--- config.mk ---
export PLATFORM = sky130hd
export DESIGN_NAME = cisc_ea_exg_ext_jmp_lea_unit
export DESIGN_NICKNAME = d
export VERILOG_FILES = /design/src/sv/cea_pkg.sv /design/src/sv/cisc_ea_exg_ext_jmp_lea_unit.sv /design/src/sv/cea_regfile.sv /design/src/sv/cea_exec.sv
export SDC_FILE = /design/constraint.sdc
export NUM_CORES = 2
export LEC_CHECK = 0
export CAP_MARGIN = 10
export CORE_MARGIN = 3
export CORE_UTILIZATION = 40
export CTS_CLUSTER_DIAMETER = 80
export CTS_CLUSTER_SIZE = 14
export DETAILED_ROUTE_END_ITERATION = 6
export DONT_BUFFER_PORTS = 1
export GPL_TIMING_DRIVEN = 1
export HOLD_SLACK_MARGIN = 0.08
export PLACE_DENSITY_LB_ADDON = 0.1
export SLEW_MARGIN = 20
export SYNTH_ARGS = -nofsm -noshare
export SYNTH_HDL_FRONTEND = slang
export SYNTH_HIERARCHICAL = 1
export SYNTH_SLANG_ARGS = --single-unit
--- constraint.sdc ---
create_clock -name clk -period 11.8 [get_ports clk]
set_clock_uncertainty 0.15 [all_clocks]
set_input_delay 1.18 -clock clk [delete_from_list [all_inputs] [get_ports clk]]
set_output_delay 1.18 -clock clk [all_outputs]
set_load 0.05 [all_outputs]
--- src/sv/cea_pkg.sv ---
// ----------------------------------------------------------------------------
// cea_pkg: shared types and helpers for the instruction subset execute unit
// Holds command codes, addressing modes, writeback and result structs.
// ----------------------------------------------------------------------------
package cea_pkg;

  localparam int unsigned NumRegs  = 8;
  localparam int unsigned RegIdxW  = 3;
  localparam int unsigned WordW    = 32;
  localparam int unsigned FlagW    = 5;
  localparam int unsigned SysW     = 8;
  localparam int unsigned LenW     = 3;

  // command codes
  localparam logic [2:0] CMD_EORI_SR = 3'd0;
  localparam logic [2:0] CMD_EXG     = 3'd1;
  localparam logic [2:0] CMD_EXT     = 3'd2;
  localparam logic [2:0] CMD_JMP     = 3'd3;
  localparam logic [2:0] CMD_LEA     = 3'd4;

  // effective address modes (opcode bits 5:3)
  localparam logic [2:0] MODE_AN_IND  = 3'd2;
  localparam logic [2:0] MODE_AN_D16  = 3'd5;
  localparam logic [2:0] MODE_AN_IDX  = 3'd6;
  localparam logic [2:0] MODE_SPECIAL = 3'd7;

  // register field of the special mode
  localparam logic [2:0] SPC_ABS_W   = 3'd0;
  localparam logic [2:0] SPC_ABS_L   = 3'd1;
  localparam logic [2:0] SPC_PC_D16  = 3'd2;
  localparam logic [2:0] SPC_PC_IDX  = 3'd3;
  localparam logic [2:0] SPC_IMM     = 3'd4;

  localparam logic [LenW-1:0] LEN_ONE   = 3'd2;
  localparam logic [LenW-1:0] LEN_TWO   = 3'd4;
  localparam logic [LenW-1:0] LEN_THREE = 3'd6;

  typedef logic [WordW-1:0] word_t;

  // one register write port
  typedef struct packed {
    logic               en;
    logic               is_addr;
    logic [RegIdxW-1:0] idx;
    word_t              val;
  } wb_port_t;

  // full architectural update for one instruction
  typedef struct packed {
    wb_port_t          wb0;
    wb_port_t          wb1;   // wins over wb0 on the same register
    word_t             pc;
    logic [FlagW-1:0]  flags;
    logic [SysW-1:0]   sysb;
  } state_upd_t;

  typedef struct packed {
    logic [LenW-1:0] length_bytes;
    logic            address_valid;
    word_t           eff_address;
    word_t           next_pc;
  } result_t;

  function automatic word_t sext16(input logic [15:0] v);
    return {{16{v[15]}}, v};
  endfunction

  function automatic word_t sext8(input logic [7:0] v);
    return {{24{v[7]}}, v};
  endfunction

endpackage

--- src/sv/cisc_ea_exg_ext_jmp_lea_unit.sv ---
// ----------------------------------------------------------------------------
// cisc_ea_exg_ext_jmp_lea_unit: execute unit for EORI SR, EXG, EXT, JMP, LEA
//
//   channel | ports           | tdata (low to high)                | tuser
//   --------+-----------------+------------------------------------+--------------
//   in      | in_t*           | opcode_word, ext_word_one/two      | command
//   out     | out_t*          | next_pc, eff_address, length_bytes | address_valid
//
// One request per cycle while the output is not stalled; a request waits in the
// input register, then its result lands in the output register while the state
// is written. The next request sees that state in the following cycle.
// Reset (rst_n low, synchronous) clears data and address registers, PC, flags,
// system byte and both pipeline stages' valid bits. A stalled output holds the
// input stage; in_tready is low only while both stages are full and out_tready is low.
// ----------------------------------------------------------------------------
module cisc_ea_exg_ext_jmp_lea_unit (
  input  logic        clk,
  input  logic        rst_n,
  input  logic        in_tvalid,
  output logic        in_tready,
  input  logic [47:0] in_tdata,   // opcode_word[15:0], ext_word_one[31:16], ext_word_two[47:32]
  input  logic [2:0]  in_tuser,   // command[2:0]
  output logic        out_tvalid,
  input  logic        out_tready,
  output logic [71:0] out_tdata,  // next_pc[31:0], eff_address[63:32], length_bytes[66:64], zero
  output logic [0:0]  out_tuser   // address_valid[0]
);

  logic                      s0_valid_r;
  logic                      s0_valid_nxt;
  logic [2:0]                s0_cmd_r;
  logic [47:0]               s0_data_r;
  logic                      out_valid_r;
  logic                      out_valid_nxt;
  cea_pkg::result_t          out_res_r;
  logic                      advance;
  logic                      in_fire;

  cea_pkg::word_t            data_q [cea_pkg::NumRegs];
  cea_pkg::word_t            addr_q [cea_pkg::NumRegs];
  cea_pkg::word_t            pc_q;
  logic [cea_pkg::FlagW-1:0] flags_q;
  logic [cea_pkg::SysW-1:0]  sysb_q;
  cea_pkg::state_upd_t       upd;
  cea_pkg::result_t          res;

  assign advance   = s0_valid_r && (!out_valid_r || out_tready);
  assign in_tready = !s0_valid_r || advance;
  assign in_fire   = in_tvalid && in_tready;

  always_comb begin
    s0_valid_nxt  = in_fire ? 1'b1 : (advance ? 1'b0 : s0_valid_r);
    out_valid_nxt = advance ? 1'b1 : ((out_valid_r && out_tready) ? 1'b0 : out_valid_r);
  end

  always_ff @(posedge clk) begin
    if (!rst_n) begin
      s0_valid_r  <= 1'b0;
      out_valid_r <= 1'b0;
    end else begin
      s0_valid_r  <= s0_valid_nxt;
      out_valid_r <= out_valid_nxt;
    end
  end

  // payload: hold unless loaded
  always_ff @(posedge clk) begin
    if (in_fire) begin
      s0_cmd_r  <= in_tuser;
      s0_data_r <= in_tdata;
    end
    if (advance) out_res_r <= res;
  end

  cea_regfile u_regfile (
    .clk     (clk),
    .rst_n   (rst_n),
    .upd_en  (advance),
    .upd     (upd),
    .data_q  (data_q),
    .addr_q  (addr_q),
    .pc_q    (pc_q),
    .flags_q (flags_q),
    .sysb_q  (sysb_q)
  );

  cea_exec u_exec (
    .command      (s0_cmd_r),
    .opcode_word  (s0_data_r[15:0]),
    .ext_word_one (s0_data_r[31:16]),
    .ext_word_two (s0_data_r[47:32]),
    .data_q       (data_q),
    .addr_q       (addr_q),
    .pc_q         (pc_q),
    .flags_q      (flags_q),
    .sysb_q       (sysb_q),
    .upd          (upd),
    .res          (res)
  );

  assign out_tvalid = out_valid_r;
  assign out_tdata  = {5'b0, out_res_r.length_bytes, out_res_r.eff_address,
                       out_res_r.next_pc};
  assign out_tuser  = out_res_r.address_valid;

  a_adv_fills_out: assert property (@(posedge clk) disable iff (!rst_n)
    advance |=> out_valid_r)
    else $error("executed request did not reach the output register");

  a_len_legal: assert property (@(posedge clk) disable iff (!rst_n)
    out_valid_r |-> (out_res_r.length_bytes == cea_pkg::LEN_ONE ||
                     out_res_r.length_bytes == cea_pkg::LEN_TWO ||
                     out_res_r.length_bytes == cea_pkg::LEN_THREE))
    else $error("illegal instruction length");

  a_ea_zero: assert property (@(posedge clk) disable iff (!rst_n)
    (out_valid_r && !out_res_r.address_valid) |-> (out_res_r.eff_address == '0))
    else $error("effective address nonzero without a valid mode");

  a_jmp_pc: assert property (@(posedge clk) disable iff (!rst_n)
    (advance && s0_cmd_r == cea_pkg::CMD_JMP && res.address_valid) |=>
      (out_res_r.next_pc == out_res_r.eff_address && pc_q == out_res_r.next_pc))
    else $error("jump target not taken as program counter");

  a_pc_match: assert property (@(posedge clk) disable iff (!rst_n)
    advance |=> (pc_q == out_res_r.next_pc))
    else $error("program counter differs from reported next_pc");

endmodule

--- src/sv/cea_regfile.sv ---
// ----------------------------------------------------------------------------
// cea_regfile: architectural state
// Data and address registers, program counter, flags and system byte.
// ----------------------------------------------------------------------------
module cea_regfile (
  input  logic                             clk,
  input  logic                             rst_n,
  input  logic                             upd_en,
  input  cea_pkg::state_upd_t              upd,
  output cea_pkg::word_t                   data_q [cea_pkg::NumRegs],
  output cea_pkg::word_t                   addr_q [cea_pkg::NumRegs],
  output cea_pkg::word_t                   pc_q,
  output logic [cea_pkg::FlagW-1:0]        flags_q,
  output logic [cea_pkg::SysW-1:0]         sysb_q
);

  cea_pkg::word_t              data_r [cea_pkg::NumRegs];
  cea_pkg::word_t              addr_r [cea_pkg::NumRegs];
  cea_pkg::word_t              pc_r;
  logic [cea_pkg::FlagW-1:0]   flags_r;
  logic [cea_pkg::SysW-1:0]    sysb_r;

  always_ff @(posedge clk) begin
    if (!rst_n) begin
      for (int i = 0; i < cea_pkg::NumRegs; i++) begin
        data_r[i] <= '0;
        addr_r[i] <= '0;
      end
      pc_r    <= '0;
      flags_r <= '0;
      sysb_r  <= '0;
    end else if (upd_en) begin
      pc_r    <= upd.pc;
      flags_r <= upd.flags;
      sysb_r  <= upd.sysb;
      if (upd.wb0.en) begin
        if (upd.wb0.is_addr) addr_r[upd.wb0.idx] <= upd.wb0.val;
        else                 data_r[upd.wb0.idx] <= upd.wb0.val;
      end
      // second port last so it wins a clash
      if (upd.wb1.en) begin
        if (upd.wb1.is_addr) addr_r[upd.wb1.idx] <= upd.wb1.val;
        else                 data_r[upd.wb1.idx] <= upd.wb1.val;
      end
    end
  end

  assign data_q  = data_r;
  assign addr_q  = addr_r;
  assign pc_q    = pc_r;
  assign flags_q = flags_r;
  assign sysb_q  = sysb_r;

endmodule

--- src/sv/cea_exec.sv ---
// ----------------------------------------------------------------------------
// cea_exec: single-pass instruction execute
// Decodes one request, forms the effective address and the state update.
// ----------------------------------------------------------------------------
module cea_exec (
  input  logic [2:0]                       command,
  input  logic [15:0]                      opcode_word,
  input  logic [15:0]                      ext_word_one,
  input  logic [15:0]                      ext_word_two,
  input  cea_pkg::word_t                   data_q [cea_pkg::NumRegs],
  input  cea_pkg::word_t                   addr_q [cea_pkg::NumRegs],
  input  cea_pkg::word_t                   pc_q,
  input  logic [cea_pkg::FlagW-1:0]        flags_q,
  input  logic [cea_pkg::SysW-1:0]         sysb_q,
  output cea_pkg::state_upd_t              upd,
  output cea_pkg::result_t                 res
);

  logic [2:0]                  mode;
  logic [2:0]                  rx;
  logic [2:0]                  ry;
  logic [2:0]                  ix_reg;
  cea_pkg::word_t              ix_raw;
  cea_pkg::word_t              ix_val;
  cea_pkg::word_t              pc_base;
  cea_pkg::word_t              ea;
  logic                        ea_ok;
  logic [cea_pkg::LenW-1:0]    ea_len;
  cea_pkg::word_t              dy;

  assign mode   = opcode_word[5:3];
  assign rx     = opcode_word[11:9];
  assign ry     = opcode_word[2:0];
  assign ix_reg = ext_word_one[14:12];
  assign dy     = data_q[ry];
  assign pc_base = pc_q + cea_pkg::word_t'(2);

  // index term of the d8 modes
  always_comb begin
    ix_raw = ext_word_one[15] ? addr_q[ix_reg] : data_q[ix_reg];
    if (!ext_word_one[11]) ix_raw = cea_pkg::sext16(ix_raw[15:0]);
    ix_val = ix_raw + cea_pkg::sext8(ext_word_one[7:0]);
  end

  always_comb begin
    ea     = '0;
    ea_ok  = 1'b0;
    ea_len = cea_pkg::LEN_ONE;
    unique case (mode)
      cea_pkg::MODE_AN_IND: begin
        ea    = addr_q[ry];
        ea_ok = 1'b1;
      end
      cea_pkg::MODE_AN_D16: begin
        ea     = addr_q[ry] + cea_pkg::sext16(ext_word_one);
        ea_ok  = 1'b1;
        ea_len = cea_pkg::LEN_TWO;
      end
      cea_pkg::MODE_AN_IDX: begin
        ea     = addr_q[ry] + ix_val;
        ea_ok  = 1'b1;
        ea_len = cea_pkg::LEN_TWO;
      end
      cea_pkg::MODE_SPECIAL: begin
        unique case (ry)
          cea_pkg::SPC_ABS_W: begin
            ea     = cea_pkg::sext16(ext_word_one);
            ea_ok  = 1'b1;
            ea_len = cea_pkg::LEN_TWO;
          end
          cea_pkg::SPC_ABS_L: begin
            ea     = {ext_word_one, ext_word_two};
            ea_ok  = 1'b1;
            ea_len = cea_pkg::LEN_THREE;
          end
          cea_pkg::SPC_PC_D16: begin
            ea     = pc_base + cea_pkg::sext16(ext_word_one);
            ea_ok  = 1'b1;
            ea_len = cea_pkg::LEN_TWO;
          end
          cea_pkg::SPC_PC_IDX: begin
            ea     = pc_base + ix_val;
            ea_ok  = 1'b1;
            ea_len = cea_pkg::LEN_TWO;
          end
          cea_pkg::SPC_IMM: ea_len = cea_pkg::LEN_TWO;
          default: ;
        endcase
      end
      default: ;
    endcase
  end

  always_comb begin
    upd       = '0;
    upd.flags = flags_q;
    upd.sysb  = sysb_q;
    upd.pc    = pc_q + cea_pkg::word_t'(cea_pkg::LEN_ONE);
    res       = '0;
    res.length_bytes = cea_pkg::LEN_ONE;
    unique case (command)
      cea_pkg::CMD_EORI_SR: begin
        upd.flags = flags_q ^ ext_word_one[4:0];
        upd.sysb  = sysb_q ^ ext_word_one[15:8];
        upd.pc    = pc_q + cea_pkg::word_t'(cea_pkg::LEN_TWO);
        res.length_bytes = cea_pkg::LEN_TWO;
      end
      cea_pkg::CMD_EXG: begin
        upd.wb0.en = 1'b1;
        upd.wb1.en = 1'b1;
        if (opcode_word[7]) begin
          upd.wb0 = '{en: 1'b1, is_addr: 1'b0, idx: rx, val: addr_q[ry]};
          upd.wb1 = '{en: 1'b1, is_addr: 1'b1, idx: ry, val: data_q[rx]};
        end else if (opcode_word[3]) begin
          upd.wb0 = '{en: 1'b1, is_addr: 1'b1, idx: rx, val: addr_q[ry]};
          upd.wb1 = '{en: 1'b1, is_addr: 1'b1, idx: ry, val: addr_q[rx]};
        end else begin
          upd.wb0 = '{en: 1'b1, is_addr: 1'b0, idx: rx, val: data_q[ry]};
          upd.wb1 = '{en: 1'b1, is_addr: 1'b0, idx: ry, val: data_q[rx]};
        end
      end
      cea_pkg::CMD_EXT: begin
        upd.wb0.en      = 1'b1;
        upd.wb0.is_addr = 1'b0;
        upd.wb0.idx     = ry;
        upd.wb0.val     = opcode_word[6] ? cea_pkg::sext16(dy[15:0])
                                         : {dy[31:16], {8{dy[7]}}, dy[7:0]};
      end
      cea_pkg::CMD_JMP: begin
        upd.pc = ea_ok ? ea : pc_q + cea_pkg::word_t'(ea_len);
        res.eff_address   = ea;
        res.address_valid = ea_ok;
        res.length_bytes  = ea_len;
      end
      cea_pkg::CMD_LEA: begin
        upd.wb0.en      = ea_ok;
        upd.wb0.is_addr = 1'b1;
        upd.wb0.idx     = rx;
        upd.wb0.val     = ea;
        upd.pc          = pc_q + cea_pkg::word_t'(ea_len);
        res.eff_address   = ea;
        res.address_valid = ea_ok;
        res.length_bytes  = ea_len;
      end
      default: ;
    endcase
    res.next_pc = upd.pc;
  end

endmodule
==> reports/qor.csv <==
stage;metric;value;unit
placement;place_ws;2050;ps
detailed_routing;routed_wl;222000;um
worst_setup_path;cp-end-kind;flop;
hold_path;hold_class;reg -> reg;
worst_setup_path;worst_r2r_path_depth;26;
global_route;grt.total_usage;33.8;%
detailed_routing;vias_per_cell;6.92;
sta;fin_crit;10090;ps
placement;dp_hpwl;136000;um
clock_network;clock-sinks;660;
global_route;grt-busiest-layer;met2;
detailed_routing;drt_iter0_markers;5627;
clock_network;cts_tree;yes;
layout;seq_area;14400;sq um
clock_network;clk_pin_slew_worst_paths;70;ps
sta;rsz0062_at_grt;false;
worst_setup_path;crit_path_max_incr_delay;1080;ps
pwr;cellLeakagePower;17.8;nW
detailed_routing;drtAntennaViolNets;0;
floorplan;start_util;40.4;%
sta;min_period_over_period;85.5;%
floorplan;die_w;358;um
layout;layout-drive-gt1-share;16.0;%
detailed_routing;route.detailed.drc;2;
worst_setup_path;worst_ep_arrival_time;10510;ps
global_route;grt_pass1_vias;43000;
yosys;syn_area;49500;sq um
global_route;grt_max_degree;336;
worst_setup_path;crit_type;reg -> reg;
sta;tightest_slew;1260;ps
floorplan;rows;128;
outcome;violations;design-rule violations;
worst_setup_path;rr_endpoint;u_regfile/data_q[117];
outcome;status;complete, but fails checks;
floorplan;coreArea;122000;sq um
worst_setup_path;start_kind;flop;
worst_setup_path;cp.required;12210;ps
yosys;syn_inst;5258;
layout;syn_to_final_growth;5.62;%
hold_path;hold_depth;1;
clock_network;h-tree-depth;2;
detailed_routing;wl_per_cell;34.0;um
detailed_routing;first_pass_iters;7;
hold_path;min_to;u_regfile/data_q[1];
sta;slew_violations;0;
layout;n_fill_cell;11900;
flow_run;cap_violations;0;
worst_setup_path;path_max_fanout;17;
sta;fmax;99.1;MHz
sta;hold_viol_final;0;
clock_network;post_cts_buffers;0;
sta;finalSetupViolCount;0;
placement;routabilityCongestion;0.965;
sta;finalSetupTns;0;ps
yosys;synth_area_per_cell;9.41;sq um
layout;multiInputGateArea;32800;sq um
worst_setup_path;slowest_stage;edfxtp_1;
floorplan;io_pins;130;
global_route;use_met3;9.45;%
worst_setup_path;rr_startpoint;s0_data_r[28];
clock_network;insertion_delay;710;ps
clock_network;cts_resized;0;
floorplan;dieArea;128000;sq um
worst_setup_path;r2r_slack;1710;ps
global_route;antenna_found_initial;10;
yosys;yosysWarnings;6;
clock_network;cts_root_buf;clkbuf_16;
worst_setup_path;cp_num_cells;26;
worst_setup_path;path_buf_inv;1;
clock_network;numCtsBuffers;57;
hold_path;holdCritStartpoint;u_regfile/data_q[1];
global_route;grt_remaining_overflow;0;
sta;setup_ws;1710;ps
clock_network;cts_buffer_depth;3;
sta;slew_headroom;15.7;%
clock_network;cts-hold-fix-buffers;0;
global_route;met1_usage;42.4;%
floorplan;die_h;358;um
pwr;max-vdd-ir-drop;0.117;mV
global_route;gr-usage-met2;52.9;%
detailed_routing;via_count;45200;
placement;port-buffer-count;0;
layout;final_util;42.7;%
layout;nets;5040;
worst_setup_path;critPathTopFamily;compound AO/OA/AOI/OAI gates;
global_route;grt_pass1_wl;314000;um
pwr;powerDensity;95.4;nW/um^2
## layout by cell type (no fill, tap or decap), drive strengths merged, types with 8 or more instances in the layout
cell type    n
or3         13
and2        55
a221o        8
o2bb2ai    185
nor2       309
diode        8
a21o        58
mux4       445
ha          97
o21bai       8
nor3        23
nand4       24
nand2b      38
or2          8
a211oi      91
o21a        15
edfxtp     114
o221ai      36
xor2        48
a22oi       12
xnor2       77
o21ai      482
a221oi      15
o31ai       39
a21oi      359
o22ai       28
nand2      596
a22o        38
dfxtp      546
mux2        31
buf        156
a31oi      203
mux2i      323
nand3b      43
and3        19
clkbuf      74
nor2b       62
o211ai      16
inv         37
nand3       76
## per-stage QoR
step           instances  area [sq um]  total power [mW]  hold WS [ps]
2_1_floorplan       5262         49500              2.89           307
3_3_place_gp        6448         50600              3.13           328
4_1_cts             6532         52200              4.99           347
6_report            6541         52300              4.99           345
5_1_grt             6533         52200              5.12           356
3_5_place_dp        6449         50600              3.13           334
## layout make-up
cell class	instances	share of cell area, %
diodes	8	0.0383
multi-input cells	3976	62.8
flip-flops and latches	660	27.5
clock inverters	10	0.180
clock buffers	73	2.95
repair buffers	157	2.44
inverters	32	0.230
well taps	1625	3.89
## registers in the layout, indices dropped and copies added (netlist names)
name	count
u_regfile/addr_q	256
u_regfile/data_q	256
out_tdata	67
s0_data_r	43
u_regfile/pc_q	32
s0_cmd_r	3
out_tuser	1
out_tvalid	1
s0_valid_r	1
## layer usage
layer  wire [um]  vias up
met4       13200       10
met2       99600     2813
met5          80        -
met1       84600    22400
met3       24600      649
li1            -    19300
## report_power, final
| group | total, mW | internal, mW | switching [mW] |
|---|---|---|---|
| Clock | 1.89 | 0.916 | 0.971 |
| Combinational | 0.702 | 0.216 | 0.487 |
| Sequential | 2.40 | 2.32 | 0.0745 |
| Total | 4.99 | 3.45 | 1.53 |
## worst max path at each step
stage | from | endpoint
floorplan | s0_data_r[28] | u_regfile/addr_q[190]
global placement | s0_data_r[28] | u_regfile/data_q[223]
detailed placement | s0_data_r[28] | u_regfile/data_q[159]
CTS | s0_data_r[28] | u_regfile/data_q[117]
global route | s0_data_r[28] | u_regfile/data_q[117]
finish | s0_data_r[28] | u_regfile/data_q[117]
Note: power is estimated with default switching activity, not from simulation.
